**config.mk**
```make
export PLATFORM = sky130hd
export DESIGN_NAME = quoted_argument_tokenizer_core_flat
export DESIGN_NICKNAME = d
export VERILOG_FILES = /design/src/sv/qat_pkg.sv /design/src/sv/qat_in_if.sv /design/src/sv/qat_out_if.sv /design/src/sv/qat_decode.sv /design/src/sv/qat_out_buf.sv /design/src/sv/quoted_argument_tokenizer_core.sv /design/src/flat_wrapper.sv
export VERILOG_INCLUDE_DIRS = /design/src /design/src/sv
export SDC_FILE = /design/constraint.sdc
export NUM_CORES = 1
export LEC_CHECK = 0
export BUFFER_PORTS_ARGS = -buffer_cell sky130_fd_sc_hd__buf_4
export CELL_PAD_IN_SITES_DETAIL_PLACEMENT = 0
export CELL_PAD_IN_SITES_GLOBAL_PLACEMENT = 2
export CORE_ASPECT_RATIO = 1.1
export CORE_UTILIZATION = 39
export DETAILED_ROUTE_END_ITERATION = 6
export PLACE_DENSITY = 0.87
export SYNTH_ARGS = -nofsm -noshare
export SYNTH_HDL_FRONTEND = slang
export SYNTH_SLANG_ARGS = --single-unit
```
**constraint.sdc**
```tcl
create_clock -name clk -period 5.2 [get_ports clk]
set_input_delay 0.26 -clock clk [delete_from_list [all_inputs] [get_ports clk]]
set_output_delay 0.26 -clock clk [all_outputs]
set_load 0.005 [all_outputs]
```
**src/sv/assert_macros.svh**
```systemverilog
// Assertion helpers shared by the tokenizer modules.
`ifndef ASSERT_MACROS_SVH
`define ASSERT_MACROS_SVH
`ifndef SYNTH
// Clocked check, suspended while reset is held.
`define QAT_ASSERT(lbl, clk, rstn, prop, msg) \
  lbl: assert property (@(posedge clk) disable iff (!rstn) prop) else $error(msg);
// Clocked check that also holds through reset.
`define QAT_ASSERT_ALWAYS(lbl, clk, prop, msg) \
  lbl: assert property (@(posedge clk) prop) else $error(msg);
`else
`define QAT_ASSERT(lbl, clk, rstn, prop, msg)
`define QAT_ASSERT_ALWAYS(lbl, clk, prop, msg)
`endif
`endif

```
**src/sv/qat_pkg.sv**
```systemverilog
`timescale 1ns / 1ps
package qat_pkg;

  localparam logic [7:0] CH_SPACE  = 8'h20;
  localparam logic [7:0] CH_QUOTE  = 8'h22;
  localparam logic [7:0] CH_BSLASH = 8'h5C;
  localparam logic [7:0] CH_N      = 8'h6E;
  localparam logic [7:0] CH_R      = 8'h72;
  localparam logic [7:0] CH_T      = 8'h74;
  localparam logic [7:0] CH_LF     = 8'h0A;
  localparam logic [7:0] CH_CR     = 8'h0D;
  localparam logic [7:0] CH_TAB    = 8'h09;
  localparam logic [7:0] CNT_MAX   = 8'hFF;

  typedef enum logic [1:0] {
    PH_BETWEEN = 2'd0,
    PH_PLAIN   = 2'd1,
    PH_QUOTED  = 2'd2
  } phase_t;

  typedef struct packed {
    logic [7:0] char_out;
    logic       char_valid;
    logic       arg_end;
    logic       arg_dropped;
    logic       line_done;
    logic [7:0] arg_total;
    logic       last;
  } result_t;

  // Results of one item, in delivery order from slot 0, and how many.
  typedef struct packed {
    logic [1:0]        n;
    result_t [2:0]     slot;
  } dec_t;

  function automatic logic [7:0] sat_inc(input logic [7:0] v);
    sat_inc = (v == CNT_MAX) ? v : v + 8'd1;
  endfunction

endpackage

```
**src/sv/qat_in_if.sv**
```systemverilog
`timescale 1ns / 1ps
interface qat_in_if;
  logic       valid;
  logic       ready;
  logic [7:0] byte_in;
  logic       line_last;

  modport source (output valid, output byte_in, output line_last, input ready);
  modport sink (input valid, input byte_in, input line_last, output ready);
endinterface

```
**src/sv/qat_out_if.sv**
```systemverilog
`timescale 1ns / 1ps
interface qat_out_if;
  logic       valid;
  logic       ready;
  logic [7:0] char_out;
  logic       char_valid;
  logic       arg_end;
  logic       arg_dropped;
  logic       line_done;
  logic [7:0] arg_total;
  logic       last;

  modport source (
    output valid, output char_out, output char_valid, output arg_end,
    output arg_dropped, output line_done, output arg_total, output last,
    input ready
  );
  modport sink (
    input valid, input char_out, input char_valid, input arg_end,
    input arg_dropped, input line_done, input arg_total, input last,
    output ready
  );
endinterface

```
**src/sv/qat_decode.sv**
```systemverilog
`timescale 1ns / 1ps
`include "assert_macros.svh"
module qat_decode (
  input  logic           clk,
  input  logic           rst_n,
  input  logic [7:0]     byte_in,
  input  logic           line_last,
  input  logic           commit,
  output qat_pkg::dec_t  dec
);

  qat_pkg::phase_t phase_r;
  logic            esc_r;
  logic [7:0]      cnt_r;

  qat_pkg::phase_t ph_p;
  logic            esc_p;
  logic [7:0]      cnt_p;
  logic            hit;
  logic [7:0]      mapped;
  logic            b_chr;
  logic            b_end;
  logic            d_end;
  logic            d_drop;
  logic [7:0]      total;
  logic [3:0]      cand_v;
  qat_pkg::result_t cand [4];

  // Escape map: unmapped bytes leave a literal backslash in front.
  always_comb begin
    hit    = 1'b1;
    mapped = qat_pkg::CH_BSLASH;
    case (byte_in)
      qat_pkg::CH_QUOTE:  mapped = qat_pkg::CH_QUOTE;
      qat_pkg::CH_N:      mapped = qat_pkg::CH_LF;
      qat_pkg::CH_R:      mapped = qat_pkg::CH_CR;
      qat_pkg::CH_T:      mapped = qat_pkg::CH_TAB;
      qat_pkg::CH_BSLASH: mapped = qat_pkg::CH_BSLASH;
      default:            hit = 1'b0;
    endcase
  end

  // Byte handling with no escape open, or after an unknown escape.
  always_comb begin
    ph_p  = phase_r;
    esc_p = 1'b0;
    b_chr = 1'b0;
    b_end = 1'b0;
    if (!esc_r || !hit) begin
      case (phase_r)
        qat_pkg::PH_QUOTED: begin
          if (byte_in == qat_pkg::CH_QUOTE) begin
            ph_p = qat_pkg::PH_PLAIN;
          end else if (byte_in == qat_pkg::CH_BSLASH) begin
            esc_p = 1'b1;
          end else begin
            b_chr = 1'b1;
          end
        end
        default: begin
          if (byte_in == qat_pkg::CH_SPACE) begin
            b_end = (phase_r == qat_pkg::PH_PLAIN);
            ph_p  = qat_pkg::PH_BETWEEN;
          end else if (byte_in == qat_pkg::CH_QUOTE) begin
            ph_p = qat_pkg::PH_QUOTED;
          end else begin
            ph_p = qat_pkg::PH_PLAIN;
            if (byte_in == qat_pkg::CH_BSLASH) begin
              esc_p = 1'b1;
            end else begin
              b_chr = 1'b1;
            end
          end
        end
      endcase
    end
    cnt_p  = b_end ? qat_pkg::sat_inc(cnt_r) : cnt_r;
    d_end  = (ph_p == qat_pkg::PH_PLAIN);
    d_drop = (ph_p == qat_pkg::PH_QUOTED);
    total  = d_end ? qat_pkg::sat_inc(cnt_p) : cnt_p;
  end

  // Candidates in order: escape prefix, byte result, dangling backslash, close.
  always_comb begin
    logic       seen;
    logic [2:0] pos;
    for (int k = 0; k < 4; k++) begin
      cand[k] = '0;
    end
    cand_v = {line_last, line_last & esc_p, b_chr | b_end, esc_r};

    cand[0].char_out   = mapped;
    cand[0].char_valid = 1'b1;
    cand[1].char_out   = b_chr ? byte_in : 8'd0;
    cand[1].char_valid = b_chr;
    cand[1].arg_end    = b_end;
    cand[2].char_out   = qat_pkg::CH_BSLASH;
    cand[2].char_valid = 1'b1;
    cand[3].arg_end     = d_end;
    cand[3].arg_dropped = d_drop;
    cand[3].line_done   = 1'b1;
    cand[3].arg_total   = total;

    seen = 1'b0;
    for (int k = 3; k >= 0; k--) begin
      cand[k].last = cand_v[k] & ~seen;
      seen         = seen | cand_v[k];
    end

    dec = '0;
    pos = 3'd0;
    for (int k = 0; k < 4; k++) begin
      if (cand_v[k] && pos < 3'd3) begin
        dec.slot[pos[1:0]] = cand[k];
        pos = pos + 3'd1;
      end
    end
    dec.n = pos[1:0];
  end

  always_ff @(posedge clk) begin
    if (!rst_n) begin
      phase_r <= qat_pkg::PH_BETWEEN;
      esc_r   <= 1'b0;
      cnt_r   <= 8'd0;
    end else if (commit) begin
      if (line_last) begin
        phase_r <= qat_pkg::PH_BETWEEN;
        esc_r   <= 1'b0;
        cnt_r   <= 8'd0;
      end else begin
        phase_r <= ph_p;
        esc_r   <= esc_p;
        cnt_r   <= cnt_p;
      end
    end
  end

  `QAT_ASSERT(a_line_clears, clk, rst_n, commit && line_last |=> phase_r == qat_pkg::PH_BETWEEN && !esc_r && cnt_r == 8'd0, "state not cleared after line end")
  `QAT_ASSERT(a_esc_in_arg, clk, rst_n, esc_r |-> phase_r != qat_pkg::PH_BETWEEN, "escape open outside an argument")
  `QAT_ASSERT(a_max_three, clk, rst_n, $countones(cand_v) <= 3, "more than three results for one item")

endmodule

```
**src/sv/qat_out_buf.sv**
```systemverilog
`timescale 1ns / 1ps
`include "assert_macros.svh"
module qat_out_buf (
  input  logic             clk,
  input  logic             rst_n,
  input  logic             load,
  input  qat_pkg::dec_t    dec,
  input  logic             out_ready,
  output logic             out_valid,
  output qat_pkg::result_t head,
  output logic             can_load
);

  qat_pkg::result_t slot_r [3];
  logic [1:0]       cnt_r;
  logic             pop;

  assign out_valid = (cnt_r != 2'd0);
  assign pop       = out_valid & out_ready;
  assign head      = slot_r[0];
  // Take a new item when empty or as the last result leaves this cycle.
  assign can_load  = (cnt_r == 2'd0) || (cnt_r == 2'd1 && pop);

  always_ff @(posedge clk) begin
    if (!rst_n) begin
      cnt_r <= 2'd0;
    end else if (load) begin
      cnt_r <= dec.n;
    end else if (pop) begin
      cnt_r <= cnt_r - 2'd1;
    end
  end

  always_ff @(posedge clk) begin
    if (load) begin
      slot_r[0] <= dec.slot[0];
      slot_r[1] <= dec.slot[1];
      slot_r[2] <= dec.slot[2];
    end else if (pop) begin
      slot_r[0] <= slot_r[1];
      slot_r[1] <= slot_r[2];
    end
  end

  `QAT_ASSERT(a_load_empty, clk, rst_n, load |-> can_load, "load over queued results")
  `QAT_ASSERT(a_last_at_tail, clk, rst_n, out_valid |-> (head.last == (cnt_r == 2'd1)), "last flag not on final result")
  `QAT_ASSERT(a_pop_count, clk, rst_n, pop && !load |=> cnt_r == $past(cnt_r) - 2'd1, "count not advanced on pop")

endmodule

```
**src/sv/quoted_argument_tokenizer_core.sv**
```systemverilog
`timescale 1ns / 1ps
// Command-line tokenizer: one byte in, zero to three results out.
// in_ch (valid/ready) carries byte_in and line_last; line_last marks the
// final byte of a line. out_ch (valid/ready) carries one result per item:
// a decoded argument character, an argument end mark, or the line close
// with arg_total (saturating at 255) and arg_dropped for an open quote.
// last flags the final result caused by an input byte.
// A byte is taken into the input register and decoded there; its results
// load into the result queue once the queue can take them, and the first
// one is then offered on out_ch from the queue head. Throughput: one byte
// per cycle while each byte yields at most one result and out_ch.ready
// stays high. A byte with k results keeps the byte behind it in the input
// register until the last of them leaves the three-entry result queue,
// which drains one result per cycle while out_ch.ready is high. Bytes
// with no result (skipped spaces, quotes, opening backslash) never wait.
// Reset (rst_n low, synchronous) empties the queue and input register and
// returns to between arguments with a zero count. When the receiver stalls
// the head result holds, and in_ch.ready drops once the input register is
// full and the queue cannot take its results.
module quoted_argument_tokenizer_core (
  input  logic clk,
  input  logic rst_n,
  qat_in_if.sink    in_ch,
  qat_out_if.source out_ch
);

  logic             s0_valid_r;
  logic [7:0]       s0_byte_r;
  logic             s0_last_r;
  logic             s0_adv;
  logic             buf_load;
  logic             can_load;
  qat_pkg::dec_t    dec;
  qat_pkg::result_t head;

  // Advance the held byte when its results fit, or when it has none.
  assign s0_adv      = s0_valid_r && ((dec.n == 2'd0) || can_load);
  assign buf_load    = s0_adv && (dec.n != 2'd0);
  assign in_ch.ready = !s0_valid_r || s0_adv;

  always_ff @(posedge clk) begin
    if (!rst_n) begin
      s0_valid_r <= 1'b0;
    end else if (in_ch.ready) begin
      s0_valid_r <= in_ch.valid;
    end
  end

  // Payload needs no reset; hold it until the item advances.
  always_ff @(posedge clk) begin
    if (in_ch.ready && in_ch.valid) begin
      s0_byte_r <= in_ch.byte_in;
      s0_last_r <= in_ch.line_last;
    end
  end

  qat_decode u_decode (
    .clk       (clk),
    .rst_n     (rst_n),
    .byte_in   (s0_byte_r),
    .line_last (s0_last_r),
    .commit    (s0_adv),
    .dec       (dec)
  );

  qat_out_buf u_out_buf (
    .clk       (clk),
    .rst_n     (rst_n),
    .load      (buf_load),
    .dec       (dec),
    .out_ready (out_ch.ready),
    .out_valid (out_ch.valid),
    .head      (head),
    .can_load  (can_load)
  );

  // Drive the result channel from the queue head.
  assign out_ch.char_out    = head.char_out;
  assign out_ch.char_valid  = head.char_valid;
  assign out_ch.arg_end     = head.arg_end;
  assign out_ch.arg_dropped = head.arg_dropped;
  assign out_ch.line_done   = head.line_done;
  assign out_ch.arg_total   = head.arg_total;
  assign out_ch.last        = head.last;

endmodule

```
**src/flat_wrapper.sv**
```systemverilog
// flat-port wrapper written by rule: the top's interface ports become plain ports
module quoted_argument_tokenizer_core_flat 
  (clk, rst_n, in_ch_valid, in_ch_byte_in, in_ch_line_last, in_ch_ready, out_ch_valid, out_ch_char_out, out_ch_char_valid, out_ch_arg_end, out_ch_arg_dropped, out_ch_line_done, out_ch_arg_total, out_ch_last, out_ch_ready);
  qat_in_if in_ch_i ();
  qat_out_if out_ch_i ();
  input  logic clk;
  input  logic rst_n;
  input wire logic [$bits(in_ch_i.valid)-1:0] in_ch_valid;
  input wire logic [$bits(in_ch_i.byte_in)-1:0] in_ch_byte_in;
  input wire logic [$bits(in_ch_i.line_last)-1:0] in_ch_line_last;
  output wire logic [$bits(in_ch_i.ready)-1:0] in_ch_ready;
  output wire logic [$bits(out_ch_i.valid)-1:0] out_ch_valid;
  output wire logic [$bits(out_ch_i.char_out)-1:0] out_ch_char_out;
  output wire logic [$bits(out_ch_i.char_valid)-1:0] out_ch_char_valid;
  output wire logic [$bits(out_ch_i.arg_end)-1:0] out_ch_arg_end;
  output wire logic [$bits(out_ch_i.arg_dropped)-1:0] out_ch_arg_dropped;
  output wire logic [$bits(out_ch_i.line_done)-1:0] out_ch_line_done;
  output wire logic [$bits(out_ch_i.arg_total)-1:0] out_ch_arg_total;
  output wire logic [$bits(out_ch_i.last)-1:0] out_ch_last;
  input wire logic [$bits(out_ch_i.ready)-1:0] out_ch_ready;
  assign in_ch_i.valid = in_ch_valid;
  assign in_ch_i.byte_in = in_ch_byte_in;
  assign in_ch_i.line_last = in_ch_line_last;
  assign in_ch_ready = in_ch_i.ready;
  assign out_ch_valid = out_ch_i.valid;
  assign out_ch_char_out = out_ch_i.char_out;
  assign out_ch_char_valid = out_ch_i.char_valid;
  assign out_ch_arg_end = out_ch_i.arg_end;
  assign out_ch_arg_dropped = out_ch_i.arg_dropped;
  assign out_ch_line_done = out_ch_i.line_done;
  assign out_ch_arg_total = out_ch_i.arg_total;
  assign out_ch_last = out_ch_i.last;
  assign out_ch_i.ready = out_ch_ready;
  quoted_argument_tokenizer_core u_core (.clk(clk), .rst_n(rst_n), .in_ch(in_ch_i), .out_ch(out_ch_i));
endmodule
```
==> out/qor.yml <==
drt_iter0_markers: 196
final_layout_size_suffix_gt1_frac: 0.170
die_h_um: 115
grt_pass1_wl_mm: 16.9
io_buffers: 35
clock_sinks: 78
clockRootBuffer: "clkbuf_16"
criticalPathCategory: "register to register"
ys.flop_type: "edfxtp_1"
status: "complete, no violations"
synth_area_mm2: 0.00452
p_sw_frac: 0.261
ir_drop_mv: 0.181
grt_pass1_vias: 3212
synth_top_cell_by_area: "edfxtp_1"
grt_use_total: 0.180
layout.nets: 506
hold_buffers: 0
die_w_um: 105
slew_headroom: 0.509
fin_crit_ns: 4.67
crit_end: "u_core.u_decode.phase_r[1]$_SDFFE_PN0N_"
syn2layout_area_growth_pct: 13.2
initial_core_util: 0.407
hpwl_mm: 7.48
fill_cells: 1100
crit_path_end_kind: "register"
routed_via_density: 5.38
p_leak_nw: 1.82
cts_inserted_buffers: 9
rows: 40
antenna_found_initial: 0
drv_slew: 0
worstSkewPairLatency_ns: 0.34
route.vias.total: 3417
synth_seq_cells: 78
max_freq_ghz: 0.214
p_per_area_mw_per_mm2: 331
drc_errors: 0
clock_skew_ns: 0.00783
post-route-period-util: 0.898
setup_viol: 0
worstMarginPinSlew_ns: 0.730
critPathMaxFanout: 14
finalSetupTns_ns: 0
switchingPower_w: 0.000442
synth_cells: 468
seq_power_share: 0.477
maxCapViolCount: 0
rrSetupSlack_ns: 0.53
comb_power_share: 0.140
routed_wl_mm: 10.1
syn_area_per_cell_um2: 9.67
diodes: 0
yosysWarningCount: 0
min-delay-path-class: "input port to register"
cts.htree.levels: 3
synth_cell_types: 65
core_area_mm2: 0.0111
yosys.area.top_type_share: 0.425
gp_congestion: 0.883
cts_tree: "done"
p_int_w: 0.00125
seq_area_frac_synth: 0.487
instances_no_fill: 635
dp_cells: 619
synth_nets: 491
reg2reg_depth: 15
r2r-start: "u_core.s0_byte_r[1]$_DFFE_PP_"
io_pins: 36
crit_start: "u_core.s0_byte_r[1]$_DFFE_PP_"
rsz0062_at_grt: "no"
dieArea_mm2: 0.0120
clock_power_share: 0.384
synth-edff-count: 64
antenna_left: 0
grt-ovfl-total: 0
hold_viol: 0
synthArstFlopShare: 0
synth_area_leaders: "edfxtp_1 (42%), dfxtp_1 (6.2%), nand2_1 (6.0%)"
r2r-end: "u_core.u_decode.phase_r[1]$_SDFFE_PN0N_"
p_total_w: 0.00169
wl_per_cell_um: 16.0
critPathArrivalTime_ns: 4.94
cts_resized: 0
cp.required_ns: 5.47
path_clk_slew_ns: 0.07
grt_max_degree: 50
start_kind: "register"
cts_buffer_depth: 2
first_pass_iters: 4
post_cts_buffers: 0
==> cell usage after synthesis (4+ instances only) <==
cell type and instances:
nand3_1 21, nor3_1 8, dfxtp_1 14, clkbuf_1 18, o21a_1 4, o21ai_0 42, o21ai_1 6, nor2b_1 4
o31ai_1 5, and2_1 7, edfxtp_1 64, mux2i_1 8, nor3b_1 4, a21o_1 4, nand2_1 72, mux2_2 8
inv_1 16, or3_1 5, and3_1 6, buf_4 16, nand4_1 4, o211ai_1 6, a21oi_1 14, a21boi_0 10
nor2_1 32, ha_1 9, a31oi_1 5, nand2b_1 4
==> cells in the final DEF, fill, tap and decap left out, drive strengths merged, types with 9 or more instances in the layout <==
cell and count:
nand2 72, dfxtp 14, a21boi 10, nor2 32
nand3 23, ha 9, o21ai 49, a21oi 14
buf 42, inv 19, clkbuf 9, edfxtp 64
==> critical path, stage by stage (launching register included) <==
cell and delay (ns):
edfxtp_1 0.60, or4b_1 0.63, nor2_1 0.25, a21oi_1 0.18, nand2_1 0.13, nand2_1 0.08, ha_1 0.33, o41ai_1 0.47
and2_1 0.26, ha_1 0.25, nor2_1 0.14, a31oi_1 0.08, o21ai_0 0.31, nand2_1 0.32, or3_1 0.42, a21boi_0 0.15
==> flip-flops by register name, indices dropped and copies added, names as in the netlist <==
signal and cells:
u_core.s0_byte_r 8, u_core.u_decode.cnt_r 8, u_core.u_out_buf.cnt_r 2, u_core.u_decode.esc_r 1, u_core.s0_last_r 1, u_core.u_decode.phase_r 2, u_core.u_out_buf.slot_r 55, u_core.s0_valid_r 1
==> power groups by stage <==
stage | Sequential [W] | Clock [W] | Combinational, W
after floorplan | 0.000814 | 0 | 0.000173
final | 0.000807 | 0.000650 | 0.000236
after detailed placement | 0.000821 | 0 | 0.000240
after global placement | 0.000818 | 0 | 0.000238
after global routing | 0.000815 | 0.000689 | 0.000266
after CTS | 0.000808 | 0.000665 | 0.000241
==> area by class of cell <==
type                            count  area [µm²]  area share
Multi-Input combinational cell    336        2050       0.401
Tap cell                          147         184      0.0359
Sequential cell                    78        2200       0.430
Clock inverter                      7        81.3      0.0159
Clock buffer                        9         225      0.0440
Timing Repair Buffer               42         315      0.0616
Inverter                           16        60.1      0.0117
==> metrics by stage <==
stage	setup slack, ns	hold WS [ns]	area, µm²	util
global placement	0.746	0.439	4810	0.433
detailed placement	0.588	0.440	4810	0.433
finish	0.529	0.0949	5120	0.461
CTS	0.548	0.0834	5120	0.461
global route	0.103	0.0801	5120	0.461
floorplan	0.647	0.359	4520	-
==> kinds of logic after synthesis <==
logic type	after synthesis	synth area share
compound gates	114	0.160
flops	78	0.487
fa+ha+maj	10	0.0293
xor+xnor	5	0.00968
simple gates	191	0.217
mux	16	0.0376
buf+inv	54	0.0603
==> per-layer routing <==
metal	global-route usage	up-vias	wire (µm)
met4	0.0620	0	189
met3	0.0363	15	399
met1	0.252	1590	5030
met2	0.280	79	4510
met5	0	-	0
li1	-	1733	-
==> how the worst min path moves through the flow <==
| stage | depth (start not counted) | from | endpoint |
|---|---|---|---|
| floorplan | 0 | in_ch_byte_in[0] | u_core.s0_byte_r[0]$_DFFE_PP_ |
| global placement | 1 | in_ch_byte_in[1] | u_core.s0_byte_r[1]$_DFFE_PP_ |
| detailed placement | 1 | in_ch_byte_in[2] | u_core.s0_byte_r[2]$_DFFE_PP_ |
| CTS | 1 | in_ch_line_last | u_core.s0_last_r$_DFFE_PP_ |
| global route | 1 | in_ch_byte_in[0] | u_core.s0_byte_r[0]$_DFFE_PP_ |
| finish | 1 | in_ch_line_last | u_core.s0_last_r$_DFFE_PP_ |
Power figures use the tool's default switching activity.
